File: src/jjpi_pkg.sv
// Shared types, constants and saturation helpers for the jog position integrator.
// No dependencies.
package jjpi_pkg;

    // setpoint storage width
    localparam int POS_W = 32;
    // candidate width: setpoint plus six increments, with room for the home offset
    localparam int CW    = ((POS_W > 31) ? POS_W : 31) + 3;
    // width of an offset from the home point
    localparam int DW    = CW + 1;

    localparam int OUT_W  = 32;
    localparam int RD_W   = 16;
    localparam int STEP_W = 24;
    localparam int CT_W   = 14;
    localparam int HOME_W = 32;
    localparam int RAD_W  = 63;
    localparam int CFG_DW = 63;
    localparam int CFG_IW = 3;
    localparam int OP_W   = 4;

    // configuration register indexes
    localparam logic [CFG_IW-1:0] CFG_CONTROL_TYPES  = 3'd0;
    localparam logic [CFG_IW-1:0] CFG_X_STEP         = 3'd1;
    localparam logic [CFG_IW-1:0] CFG_Y_STEP         = 3'd2;
    localparam logic [CFG_IW-1:0] CFG_Z_STEP         = 3'd3;
    localparam logic [CFG_IW-1:0] CFG_HOME_Z_CENTER  = 3'd4;
    localparam logic [CFG_IW-1:0] CFG_RADIUS_SQUARED = 3'd5;

    // configuration reset values
    localparam logic [CT_W-1:0]          RST_CONTROL_TYPES = '0;
    localparam logic [STEP_W-1:0]        RST_STEP          = 24'd85899;
    localparam logic signed [HOME_W-1:0] RST_HOME_Z        = 32'sd1524713390;
    localparam logic [RAD_W-1:0]         RST_RADIUS_SQ     = 63'd311749974845691422;

    // control type codes
    localparam logic [1:0] CT_NONE   = 2'd0;
    localparam logic [1:0] CT_AXIS   = 2'd1;
    localparam logic [1:0] CT_TRIG   = 2'd2;
    localparam logic [1:0] CT_BUTTON = 2'd3;

    // datapath operations, issued to the shared multiplier in this order
    localparam logic [OP_W-1:0] OP_FWD    = 4'd0;
    localparam logic [OP_W-1:0] OP_BACK   = 4'd1;
    localparam logic [OP_W-1:0] OP_LEFT   = 4'd2;
    localparam logic [OP_W-1:0] OP_RIGHT  = 4'd3;
    localparam logic [OP_W-1:0] OP_UP     = 4'd4;
    localparam logic [OP_W-1:0] OP_DOWN   = 4'd5;
    localparam logic [OP_W-1:0] OP_SQ_X   = 4'd6;
    localparam logic [OP_W-1:0] OP_SQ_Y   = 4'd7;
    localparam logic [OP_W-1:0] OP_SQ_Z   = 4'd8;
    // last product still being accumulated, no new issue
    localparam logic [OP_W-1:0] OP_DRAIN  = 4'd9;

    typedef struct packed {
        logic            load;
        logic            mul_en;
        logic [OP_W-1:0] op;
        logic            fin;
    } t_cmd;

    function automatic logic signed [POS_W-1:0] sat_to_pos(input logic signed [CW-1:0] v);
        if (v[CW-1:POS_W-1] == '0 || v[CW-1:POS_W-1] == '1) begin
            return v[POS_W-1:0];
        end
        return v[CW-1] ? {1'b1, {(POS_W-1){1'b0}}} : {1'b0, {(POS_W-1){1'b1}}};
    endfunction

    function automatic logic signed [OUT_W-1:0] sat_to_out(input logic signed [CW-1:0] v);
        if (v[CW-1:OUT_W-1] == '0 || v[CW-1:OUT_W-1] == '1) begin
            return v[OUT_W-1:0];
        end
        return v[CW-1] ? {1'b1, {(OUT_W-1){1'b0}}} : {1'b0, {(OUT_W-1){1'b1}}};
    endfunction

    localparam logic signed [CW-1:0]    START_Z_EXT = CW'(32'sd1524713390);
    localparam logic signed [POS_W-1:0] START_Z_POS = sat_to_pos(START_Z_EXT);

endpackage

File: src/jjpi_in_if.sv
// Input channel: one tick of gamepad readings with valid/ready handshake.
// Stand-alone; widths are those of the readings.
interface jjpi_in_if;
    logic               valid;
    logic               ready;
    logic               joy_valid;
    logic               enable_pressed;
    logic signed [15:0] reset_reading;
    logic signed [15:0] forward_reading;
    logic signed [15:0] backward_reading;
    logic signed [15:0] left_reading;
    logic signed [15:0] right_reading;
    logic signed [15:0] up_reading;
    logic signed [15:0] down_reading;

    modport source (
        output valid, joy_valid, enable_pressed, reset_reading, forward_reading,
               backward_reading, left_reading, right_reading, up_reading, down_reading,
        input  ready
    );
    modport sink (
        input  valid, joy_valid, enable_pressed, reset_reading, forward_reading,
               backward_reading, left_reading, right_reading, up_reading, down_reading,
        output ready
    );
endinterface

File: src/jjpi_out_if.sv
// Output channel: committed setpoint and commit flag with valid/ready handshake.
// Stand-alone.
interface jjpi_out_if;
    logic               valid;
    logic               ready;
    logic signed [31:0] pos_x;
    logic signed [31:0] pos_y;
    logic signed [31:0] pos_z;
    logic               move_committed;

    modport source (
        output valid, pos_x, pos_y, pos_z, move_committed,
        input  ready
    );
    modport sink (
        input  valid, pos_x, pos_y, pos_z, move_committed,
        output ready
    );
endinterface

File: src/jjpi_ctrl.sv
// Sequencer for the jog integrator: handshakes and the multiply/accumulate schedule.
// Depends on jjpi_pkg.
module jjpi_ctrl (
    input  logic          i_clk,
    input  logic          i_rst_n,
    input  logic          i_in_valid,
    input  logic          i_joy_valid,
    input  logic          i_enable,
    output logic          o_in_ready,
    output logic          o_out_valid,
    input  logic          i_out_ready,
    output jjpi_pkg::t_cmd o_cmd
);
    import jjpi_pkg::*;

    localparam logic [1:0] S_IDLE = 2'd0;
    localparam logic [1:0] S_RUN  = 2'd1;
    localparam logic [1:0] S_FIN  = 2'd2;

    logic [1:0]      r_state, n_state;
    logic [OP_W-1:0] r_cnt, n_cnt;
    logic            r_out_valid, n_out_valid;
    t_cmd            w_cmd;

    always_comb begin
        n_state     = r_state;
        n_cnt       = r_cnt;
        w_cmd       = '0;
        unique case (r_state)
            S_IDLE: begin
                if (i_in_valid) begin
                    w_cmd.load = 1'b1;
                    n_cnt      = OP_FWD;
                    // a tick without joystick data is dropped here
                    if (i_joy_valid) begin
                        n_state = i_enable ? S_RUN : S_FIN;
                    end
                end
            end
            S_RUN: begin
                w_cmd.op     = r_cnt;
                w_cmd.mul_en = (r_cnt != OP_DRAIN);
                if (r_cnt == OP_DRAIN) begin
                    n_state = S_FIN;
                end else begin
                    n_cnt = r_cnt + 1'b1;
                end
            end
            S_FIN: begin
                // hold until the output register is free
                if (!r_out_valid || i_out_ready) begin
                    w_cmd.fin = 1'b1;
                    n_state   = S_IDLE;
                end
            end
            default: n_state = S_IDLE;
        endcase
    end

    always_comb begin
        if (w_cmd.fin) begin
            n_out_valid = 1'b1;
        end else if (i_out_ready) begin
            n_out_valid = 1'b0;
        end else begin
            n_out_valid = r_out_valid;
        end
    end

    always_ff @(posedge i_clk) begin
        if (!i_rst_n) begin
            r_state     <= S_IDLE;
            r_cnt       <= OP_FWD;
            r_out_valid <= 1'b0;
        end else begin
            r_state     <= n_state;
            r_cnt       <= n_cnt;
            r_out_valid <= n_out_valid;
        end
    end

    assign o_in_ready  = (r_state == S_IDLE);
    assign o_out_valid = r_out_valid;
    assign o_cmd       = w_cmd;

endmodule

File: src/jjpi_dp.sv
// Datapath: configuration, setpoint, candidate, shared multiplier and boundary test.
// Depends on jjpi_pkg; sequenced by jjpi_ctrl.
module jjpi_dp (
    input  logic                            i_clk,
    input  logic                            i_rst_n,
    input  jjpi_pkg::t_cmd                  i_cmd,
    input  logic                            i_cfg_wr_en,
    input  logic [jjpi_pkg::CFG_IW-1:0]     i_cfg_index,
    input  logic [jjpi_pkg::CFG_DW-1:0]     i_cfg_wdata,
    input  logic                            i_enable,
    input  logic signed [jjpi_pkg::RD_W-1:0] i_reset_reading,
    input  logic signed [jjpi_pkg::RD_W-1:0] i_forward_reading,
    input  logic signed [jjpi_pkg::RD_W-1:0] i_backward_reading,
    input  logic signed [jjpi_pkg::RD_W-1:0] i_left_reading,
    input  logic signed [jjpi_pkg::RD_W-1:0] i_right_reading,
    input  logic signed [jjpi_pkg::RD_W-1:0] i_up_reading,
    input  logic signed [jjpi_pkg::RD_W-1:0] i_down_reading,
    output logic signed [jjpi_pkg::OUT_W-1:0] o_pos_x,
    output logic signed [jjpi_pkg::OUT_W-1:0] o_pos_y,
    output logic signed [jjpi_pkg::OUT_W-1:0] o_pos_z,
    output logic                            o_move_committed
);
    import jjpi_pkg::*;

    // configuration
    logic [CT_W-1:0]          r_ctl_types;
    logic [STEP_W-1:0]        r_x_step, r_y_step, r_z_step;
    logic signed [HOME_W-1:0] r_home_z;
    logic [RAD_W-1:0]         r_rad_sq;

    // committed setpoint
    logic signed [POS_W-1:0]  r_sp_x, r_sp_y, r_sp_z;

    // per-tick working state
    logic signed [RD_W-1:0]   r_rd_fwd, r_rd_back, r_rd_left, r_rd_right, r_rd_up, r_rd_down;
    logic signed [CW-1:0]     r_cx, r_cy, r_cz;
    logic                     r_en;
    logic [63:0]              r_sum;
    logic                     r_fail;
    logic [63:0]              r_prod;
    logic                     r_acc_en;
    logic [OP_W-1:0]          r_acc_op;
    logic                     r_acc_sh16;

    // outputs
    logic signed [OUT_W-1:0]  r_pos_x, r_pos_y, r_pos_z;
    logic                     r_move;

    // operand selection
    logic signed [RD_W-1:0]   w_rd;
    logic signed [RD_W:0]     w_rd17;
    logic signed [RD_W:0]     w_rd_neg;
    logic [1:0]               w_type;
    logic [STEP_W-1:0]        w_step;
    logic                     w_pos_half;
    logic                     w_is_sq;
    logic signed [DW-1:0]     w_d;
    logic [DW-1:0]            w_dmag;
    logic                     w_big;
    logic [RD_W:0]            w_b;
    logic                     w_sh16;
    logic [31:0]              w_mul_a, w_mul_b;

    // accumulate
    logic [41:0]              w_rnd;
    logic [26:0]              w_inc;
    logic signed [CW-1:0]     w_inc_s;
    logic [64:0]              w_sq_sum;
    logic                     w_acc_sq;

    // finish
    logic                     w_rst_pressed;
    logic                     w_commit;
    logic signed [POS_W-1:0]  w_nsp_x, w_nsp_y, w_nsp_z;

    always_comb begin
        w_rd       = '0;
        w_type     = CT_NONE;
        w_step     = '0;
        w_pos_half = 1'b0;
        w_is_sq    = 1'b0;
        w_d        = '0;
        unique case (i_cmd.op)
            OP_FWD: begin
                w_rd = r_rd_fwd;   w_type = r_ctl_types[3:2];   w_step = r_x_step;
                w_pos_half = 1'b1;
            end
            OP_BACK: begin
                w_rd = r_rd_back;  w_type = r_ctl_types[5:4];   w_step = r_x_step;
            end
            OP_LEFT: begin
                w_rd = r_rd_left;  w_type = r_ctl_types[7:6];   w_step = r_y_step;
                w_pos_half = 1'b1;
            end
            OP_RIGHT: begin
                w_rd = r_rd_right; w_type = r_ctl_types[9:8];   w_step = r_y_step;
            end
            OP_UP: begin
                w_rd = r_rd_up;    w_type = r_ctl_types[11:10]; w_step = r_z_step;
                w_pos_half = 1'b1;
            end
            OP_DOWN: begin
                w_rd = r_rd_down;  w_type = r_ctl_types[13:12]; w_step = r_z_step;
            end
            OP_SQ_X: begin
                w_is_sq = 1'b1; w_d = DW'(r_cx);
            end
            OP_SQ_Y: begin
                w_is_sq = 1'b1; w_d = DW'(r_cy);
            end
            OP_SQ_Z: begin
                w_is_sq = 1'b1; w_d = DW'(r_cz) - DW'(r_home_z);
            end
            default: ;
        endcase
    end

    assign w_rd17   = (RD_W+1)'(w_rd);
    assign w_rd_neg = -w_rd17;

    // deflection factor, Q15 except for triggers which are Q16
    always_comb begin
        w_b    = '0;
        w_sh16 = 1'b0;
        unique case (w_type)
            CT_AXIS: begin
                if (w_pos_half) begin
                    w_b = (w_rd > 0) ? w_rd17 : '0;
                end else begin
                    w_b = (w_rd < 0) ? w_rd_neg : '0;
                end
            end
            CT_TRIG: begin
                w_b    = (RD_W+1)'(18'sd32768 - 18'(w_rd));
                w_sh16 = 1'b1;
            end
            // full step: s * 2^15 >> 15
            CT_BUTTON: w_b = (w_rd != 0) ? (RD_W+1)'(32768) : '0;
            CT_NONE:   w_b = '0;
            default:   w_b = '0;
        endcase
    end

    assign w_dmag  = w_d[DW-1] ? DW'(-w_d) : DW'(w_d);
    assign w_big   = |w_dmag[DW-1:32];
    assign w_mul_a = w_is_sq ? w_dmag[31:0] : 32'(w_step);
    assign w_mul_b = w_is_sq ? w_dmag[31:0] : 32'(w_b);

    // round half up, then drop the fraction
    assign w_rnd    = 42'(r_prod[40:0]) + (r_acc_sh16 ? 42'd32768 : 42'd16384);
    assign w_inc    = r_acc_sh16 ? 27'(w_rnd[41:16]) : w_rnd[41:15];
    assign w_inc_s  = $signed(CW'(w_inc));
    assign w_sq_sum = 65'(r_sum) + 65'(r_prod);
    assign w_acc_sq = (r_acc_op == OP_SQ_X) || (r_acc_op == OP_SQ_Y) ||
                      (r_acc_op == OP_SQ_Z);

    assign w_rst_pressed = (r_ctl_types[1:0] != CT_NONE) && (i_reset_reading != 0);

    assign w_commit = r_en && !r_fail && (r_sum < 64'(r_rad_sq));
    assign w_nsp_x  = w_commit ? sat_to_pos(r_cx) : r_sp_x;
    assign w_nsp_y  = w_commit ? sat_to_pos(r_cy) : r_sp_y;
    assign w_nsp_z  = w_commit ? sat_to_pos(r_cz) : r_sp_z;

    always_ff @(posedge i_clk) begin
        if (!i_rst_n) begin
            r_ctl_types <= RST_CONTROL_TYPES;
            r_x_step    <= RST_STEP;
            r_y_step    <= RST_STEP;
            r_z_step    <= RST_STEP;
            r_home_z    <= RST_HOME_Z;
            r_rad_sq    <= RST_RADIUS_SQ;
            r_sp_x      <= '0;
            r_sp_y      <= '0;
            r_sp_z      <= START_Z_POS;
            r_acc_en    <= 1'b0;
        end else begin
            if (i_cfg_wr_en) begin
                unique case (i_cfg_index)
                    CFG_CONTROL_TYPES:  r_ctl_types <= i_cfg_wdata[CT_W-1:0];
                    CFG_X_STEP:         r_x_step    <= i_cfg_wdata[STEP_W-1:0];
                    CFG_Y_STEP:         r_y_step    <= i_cfg_wdata[STEP_W-1:0];
                    CFG_Z_STEP:         r_z_step    <= i_cfg_wdata[STEP_W-1:0];
                    CFG_HOME_Z_CENTER:  r_home_z    <= $signed(i_cfg_wdata[HOME_W-1:0]);
                    CFG_RADIUS_SQUARED: r_rad_sq    <= i_cfg_wdata[RAD_W-1:0];
                    default: ;
                endcase
            end
            if (i_cmd.fin) begin
                r_sp_x <= w_nsp_x;
                r_sp_y <= w_nsp_y;
                r_sp_z <= w_nsp_z;
            end
            r_acc_en <= i_cmd.mul_en;
        end
    end

    always_ff @(posedge i_clk) begin
        if (i_cmd.load) begin
            r_rd_fwd   <= i_forward_reading;
            r_rd_back  <= i_backward_reading;
            r_rd_left  <= i_left_reading;
            r_rd_right <= i_right_reading;
            r_rd_up    <= i_up_reading;
            r_rd_down  <= i_down_reading;
            r_en       <= i_enable;
            r_sum      <= '0;
            r_fail     <= 1'b0;
            if (w_rst_pressed) begin
                r_cx <= '0;
                r_cy <= '0;
                r_cz <= CW'(START_Z_POS);
            end else begin
                r_cx <= CW'(r_sp_x);
                r_cy <= CW'(r_sp_y);
                r_cz <= CW'(r_sp_z);
            end
        end

        if (i_cmd.mul_en) begin
            r_prod     <= 64'(w_mul_a) * 64'(w_mul_b);
            r_acc_op   <= i_cmd.op;
            r_acc_sh16 <= w_sh16;
        end

        // an offset of 2^32 or more, or a sum that overflows, fails the test
        if ((i_cmd.mul_en && w_is_sq && w_big) || (r_acc_en && w_acc_sq && w_sq_sum[64])) begin
            r_fail <= 1'b1;
        end

        if (r_acc_en) begin
            unique case (r_acc_op)
                OP_FWD:   r_cx  <= r_cx + w_inc_s;
                OP_BACK:  r_cx  <= r_cx - w_inc_s;
                OP_LEFT:  r_cy  <= r_cy - w_inc_s;
                OP_RIGHT: r_cy  <= r_cy + w_inc_s;
                OP_UP:    r_cz  <= r_cz + w_inc_s;
                OP_DOWN:  r_cz  <= r_cz - w_inc_s;
                OP_SQ_X, OP_SQ_Y, OP_SQ_Z: r_sum <= w_sq_sum[63:0];
                default: ;
            endcase
        end

        if (i_cmd.fin) begin
            r_pos_x <= sat_to_out(CW'(w_nsp_x));
            r_pos_y <= sat_to_out(CW'(w_nsp_y));
            r_pos_z <= sat_to_out(CW'(w_nsp_z));
            r_move  <= w_commit;
        end
    end

    assign o_pos_x          = r_pos_x;
    assign o_pos_y          = r_pos_y;
    assign o_pos_z          = r_pos_z;
    assign o_move_committed = r_move;

endmodule

File: src/joystick_jog_position_integrator.sv
// Jog position integrator: with enable held, a tick is accepted, then runs on the shared
// 32x32 multiplier (six increments and three squares, pipelined one behind the other,
// then a drain step), then commits; no new tick is accepted before the commit.
// With enable released a tick skips the multiplier; without joystick data it is dropped.
// Synchronous active-low reset loads default configuration, the start setpoint, idles.
module joystick_jog_position_integrator (
    input  logic                          i_clk,
    input  logic                          i_rst_n,
    jjpi_in_if.sink                       i_in,
    jjpi_out_if.source                    o_out,
    input  logic                          i_cfg_wr_en,
    input  logic [jjpi_pkg::CFG_IW-1:0]   i_cfg_index,
    input  logic [jjpi_pkg::CFG_DW-1:0]   i_cfg_wdata
);
    import jjpi_pkg::*;

    t_cmd w_cmd;
    logic w_in_ready;
    logic w_out_valid;

    jjpi_ctrl u_ctrl (
        .i_clk       (i_clk),
        .i_rst_n     (i_rst_n),
        .i_in_valid  (i_in.valid),
        .i_joy_valid (i_in.joy_valid),
        .i_enable    (i_in.enable_pressed),
        .o_in_ready  (w_in_ready),
        .o_out_valid (w_out_valid),
        .i_out_ready (o_out.ready),
        .o_cmd       (w_cmd)
    );

    jjpi_dp u_dp (
        .i_clk              (i_clk),
        .i_rst_n            (i_rst_n),
        .i_cmd              (w_cmd),
        .i_cfg_wr_en        (i_cfg_wr_en),
        .i_cfg_index        (i_cfg_index),
        .i_cfg_wdata        (i_cfg_wdata),
        .i_enable           (i_in.enable_pressed),
        .i_reset_reading    (i_in.reset_reading),
        .i_forward_reading  (i_in.forward_reading),
        .i_backward_reading (i_in.backward_reading),
        .i_left_reading     (i_in.left_reading),
        .i_right_reading    (i_in.right_reading),
        .i_up_reading       (i_in.up_reading),
        .i_down_reading     (i_in.down_reading),
        .o_pos_x            (o_out.pos_x),
        .o_pos_y            (o_out.pos_y),
        .o_pos_z            (o_out.pos_z),
        .o_move_committed   (o_out.move_committed)
    );

    assign i_in.ready  = w_in_ready;
    assign o_out.valid = w_out_valid;

endmodule

File: src/flat_wrapper.sv
// flat-port wrapper written by rule: the top's interface ports become plain ports
module joystick_jog_position_integrator_flat import jjpi_pkg::*;
  (i_clk, i_rst_n, i_cfg_wr_en, i_cfg_index, i_cfg_wdata, i_in_valid, i_in_joy_valid, i_in_enable_pressed, i_in_reset_reading, i_in_forward_reading, i_in_backward_reading, i_in_left_reading, i_in_right_reading, i_in_up_reading, i_in_down_reading, i_in_ready, o_out_valid, o_out_pos_x, o_out_pos_y, o_out_pos_z, o_out_move_committed, o_out_ready);
  jjpi_in_if i_in_i ();
  jjpi_out_if o_out_i ();
  input  logic i_clk;
  input  logic i_rst_n;
  input  logic i_cfg_wr_en;
  input  logic [jjpi_pkg::CFG_IW-1:0] i_cfg_index;
  input  logic [jjpi_pkg::CFG_DW-1:0] i_cfg_wdata;
  input wire logic [$bits(i_in_i.valid)-1:0] i_in_valid;
  input wire logic [$bits(i_in_i.joy_valid)-1:0] i_in_joy_valid;
  input wire logic [$bits(i_in_i.enable_pressed)-1:0] i_in_enable_pressed;
  input wire logic [$bits(i_in_i.reset_reading)-1:0] i_in_reset_reading;
  input wire logic [$bits(i_in_i.forward_reading)-1:0] i_in_forward_reading;
  input wire logic [$bits(i_in_i.backward_reading)-1:0] i_in_backward_reading;
  input wire logic [$bits(i_in_i.left_reading)-1:0] i_in_left_reading;
  input wire logic [$bits(i_in_i.right_reading)-1:0] i_in_right_reading;
  input wire logic [$bits(i_in_i.up_reading)-1:0] i_in_up_reading;
  input wire logic [$bits(i_in_i.down_reading)-1:0] i_in_down_reading;
  output wire logic [$bits(i_in_i.ready)-1:0] i_in_ready;
  output wire logic [$bits(o_out_i.valid)-1:0] o_out_valid;
  output wire logic [$bits(o_out_i.pos_x)-1:0] o_out_pos_x;
  output wire logic [$bits(o_out_i.pos_y)-1:0] o_out_pos_y;
  output wire logic [$bits(o_out_i.pos_z)-1:0] o_out_pos_z;
  output wire logic [$bits(o_out_i.move_committed)-1:0] o_out_move_committed;
  input wire logic [$bits(o_out_i.ready)-1:0] o_out_ready;
  assign i_in_i.valid = i_in_valid;
  assign i_in_i.joy_valid = i_in_joy_valid;
  assign i_in_i.enable_pressed = i_in_enable_pressed;
  assign i_in_i.reset_reading = i_in_reset_reading;
  assign i_in_i.forward_reading = i_in_forward_reading;
  assign i_in_i.backward_reading = i_in_backward_reading;
  assign i_in_i.left_reading = i_in_left_reading;
  assign i_in_i.right_reading = i_in_right_reading;
  assign i_in_i.up_reading = i_in_up_reading;
  assign i_in_i.down_reading = i_in_down_reading;
  assign i_in_ready = i_in_i.ready;
  assign o_out_valid = o_out_i.valid;
  assign o_out_pos_x = o_out_i.pos_x;
  assign o_out_pos_y = o_out_i.pos_y;
  assign o_out_pos_z = o_out_i.pos_z;
  assign o_out_move_committed = o_out_i.move_committed;
  assign o_out_i.ready = o_out_ready;
  joystick_jog_position_integrator u_core (.i_clk(i_clk), .i_rst_n(i_rst_n), .i_in(i_in_i), .o_out(o_out_i), .i_cfg_wr_en(i_cfg_wr_en), .i_cfg_index(i_cfg_index), .i_cfg_wdata(i_cfg_wdata));
endmodule
File: config.mk
export PLATFORM = sky130hd
export DESIGN_NAME = joystick_jog_position_integrator_flat
export DESIGN_NICKNAME = d
export VERILOG_FILES = /design/src/jjpi_pkg.sv /design/src/jjpi_in_if.sv /design/src/jjpi_out_if.sv /design/src/jjpi_ctrl.sv /design/src/jjpi_dp.sv /design/src/joystick_jog_position_integrator.sv /design/src/flat_wrapper.sv
export SDC_FILE = /design/constraint.sdc
export NUM_CORES = 2
export LEC_CHECK = 0
export BUFFER_PORTS_ARGS = -buffer_cell sky130_fd_sc_hd__buf_2
export CORE_MARGIN = 4
export CORE_UTILIZATION = 30
export CTS_CLUSTER_DIAMETER = 80
export DETAILED_ROUTE_END_ITERATION = 16
export GPL_TIMING_DRIVEN = 0
export REMOVE_ABC_BUFFERS = 1
export SYNTH_ARGS = -nofsm -noshare
export SYNTH_HDL_FRONTEND = slang
export SYNTH_SLANG_ARGS = --single-unit
File: constraint.sdc
create_clock -name i_clk -period 20 [get_ports i_clk]
set_clock_uncertainty 0.2 [all_clocks]
set_input_delay 5 -clock i_clk [delete_from_list [all_inputs] [get_ports i_clk]]
set_output_delay 5 -clock i_clk [all_outputs]
set_load 0.02 [all_outputs]
==> impl_metrics.ini <==
[logic_synthesis]
synthSimpleGateAreaFrac_pct = 15.7
synth_fa_ha_area_share_pct = 32.7
synth_most_common_cell = inv_1
yosysSeqAreaShare_pct = 22.7
synth_xor_area_share_pct = 4.16
synth_compound_area_share_pct = 14.9
syn_avg_cell_area_um2 = 8.56
synth_top_family_by_area = adder cells
syn-cell-area_um2 = 74900
synth_top_area_cell = fa_1
ys.flop_type = dfxtp_1
synthArstFlopShare_pct = 0
synth_cell_types = 91
yosysTopAreaCellShare_pct = 23.8
ys_ff_latch = 718
synth_area_leaders = fa_1 24%, dfxtp_1 12%, edfxtp_1 11%
synth_edf_count = 263
yosys-mux-area-fraction_pct = 0.976
synthCells = 8743
synth.top_cells.by_count = 1286 x inv_1, 1202 x nand2_1, 891 x fa_1
yosys_warnings = 0

[outcome]
status = complete, but fails checks
violations = capacitance limit, slew limit

[sta]
min_period_ns = 16.08
worst_slack_ns = 3.92
whs_ns = 0.255
tightest_slew_ns = 1.51
rsz0062_at_grt = false
period_share_pct = 80.4
hold_viol_final = 0
slew_violations = 24
fmax_mhz = 62.2
relSlewSlack_pct = -0.648
setup_viol = 0

[worst_setup_path]
cp_max_fo = 18
critPathMaxStageDelay_ns = 1.18
worst_path_max_delay_cell = nor2_2
rrSetupSlack_ns = 3.92
arrival_ns = 16.29
path_common_cell = fa_1
required_ns = 20.21
crit_type = reg2reg
startpoint_type = register
crit_path_end_kind = register

[clocking]
cts_tree = built
cts_hold_buf = 0
clockRootBuffer = clkbuf_16
path_clk_slew_ns = 0.06
cts_sinks = 718
postCtsSetupRepairBufs = 0
cts-buffers-inserted = 78
clock_path_buffers = 3
post_cts_resize_count = 0
cts_max_level = 3
clkLatencyLatePin_ns = 0.71

[detailed_routing]
vias = 64000
antenna_left = 0
viasPerCell = 5.25
route.detailed.drc = 0
drt_first_pass_iters = 8
wl_per_cell_um = 22.3
wl_um = 272000
drt_iter0_drc = 6232

[grt]
overflow = 0
grt_first_pass_wirelength_um = 404000
grt_max_degree = 111
first_global_vias = 63600
antenna_found_initial = 14
grtUsageTotal_pct = 20.7

[finish]
multi_input_area_um2 = 51700
drive_above_1_share_pct = 8.23
syn_to_final_growth_pct = 12.5
seq_area_um2 = 17000
fin_nets = 10400
fill_cells = 25500

[placed_design]
place_ws_ns = 4.09
port_buffers = 283
hpwlAfterDp_um = 217000
finalWeightedCongestion = 0.977

[die]
core_area_um2 = 248000
ios = 284
rows = 183
fp.dieW_um = 508
chipHeight_um = 508
die_area_um2 = 258000
start_util_pct = 30.1

[power]
p_leak_nw = 38.7
total_power_mw = 3.82
combPwrFrac_pct = 16.1
vdd_drop_max_mv = 0.0634
seq_power_share_pct = 41.7
power_switching_mw = 1.09
intPower_mw = 2.73
p_per_area_nw_per_um2 = 45.3
swShare_pct = 28.5
p_clk_share_pct = 42.2

[worst_hold_path]
hp-class = reg2reg

[run]
maxCapViolCount = 2
layer usage:
metal	share of wire, %	GRT usage [%]
met1	41	26.9
met2	44	32.4
met3	8.8	4.02
met4	6.3	11.3
met5	0.0044	0
cells by family after synthesis:
logic type / Yosys count
AND/OR/NAND/NOR: 2673
AO/OA/AOI/OAI: 1761
buffers and inverters: 1751
adder cells (fa/ha/maj): 1419
flip-flops: 718
XOR/XNOR: 353
multiplexers: 68
per-stage QoR:
step / cell area [um2] / util, % / instances / TNS (ns)
3_3_place_gp: 78700 / 31.7 / 11900 / -272.58
2_1_floorplan: 73100 / - / 8284 / 0
4_1_cts: 84100 / 33.9 / 12200 / 0
6_report: 84200 / 33.9 / 12200 / 0
3_5_place_dp: 81300 / 32.7 / 12000 / 0
5_1_grt: 84200 / 33.9 / 12200 / 0
flip-flops by register name, indices dropped and copies added (netlist names), 35 cells and up:
register / cells
u_core.u_dp.r_cy: 35
u_core.u_dp.r_cz: 35
u_core.u_dp.r_sum: 64
u_core.u_dp.r_prod: 64
u_core.u_dp.r_rad_sq: 63
u_core.u_dp.r_cx: 35
power groups by stage:
stage | combinational (mW) | sequential, mW | clock, mW
final | 0.615 | 1.59 | 1.61
after detailed placement | 0.603 | 1.63 | 0
after global placement | 0.572 | 1.63 | 0
after floorplan | 0.360 | 1.62 | 0
after CTS | 0.607 | 1.59 | 1.64
after global routing | 0.665 | 1.60 | 1.70
worst max-delay path: cells and delay by family (launching register included):
family | cells | cell delay, ns
xor+xnor | 3 | 0.63
flops | 1 | 0.60
simple gates | 7 | 2.78
buf+inv | 6 | 1.19
compound gates | 13 | 5.52
fa+ha+maj | 10 | 4.82
layout by cell type, fill, tap and decap left out, types with 100 or more instances in the layout:
master,n
a21o_1,154
ha_1,528
nand2_1,1200
xor2_1,138
a21oi_1,535
inv_1,1282
dfxtp_1,455
edfxtp_1,263
nor2_1,664
buf_2,283
a221oi_1,100
fa_1,891
xnor2_1,197
nand3_1,259
o21ai_0,415
layout make-up:
type	count	share of cell area, %
multi-input combinational	6274	61.4
sequential	718	20.2
inverter	1292	5.78
tap	3330	4.95
timing repair buffer	416	4.27
clock buffer	95	2.46
clock inverter	48	0.930
antenna	4	0.0119
path summary, 6_finish.rpt:
kind,start,endpoint,cells after the start
hold reg to reg,u_core.u_dp.r_x_step[23]$_SDFFE_PN0P_,u_core.u_dp.r_x_step[23]$_SDFFE_PN0P_,2
setup reg to reg,u_core.u_dp.r_cz[1]$_DFF_P_,u_core.u_dp.r_prod[62]$_DFFE_PP_,39
hold / removal,u_core.u_dp.r_x_step[23]$_SDFFE_PN0P_,u_core.u_dp.r_x_step[23]$_SDFFE_PN0P_,2
setup / recovery,u_core.u_dp.r_cz[1]$_DFF_P_,u_core.u_dp.r_prod[62]$_DFFE_PP_,39
Power figures use the tool's default switching activity.
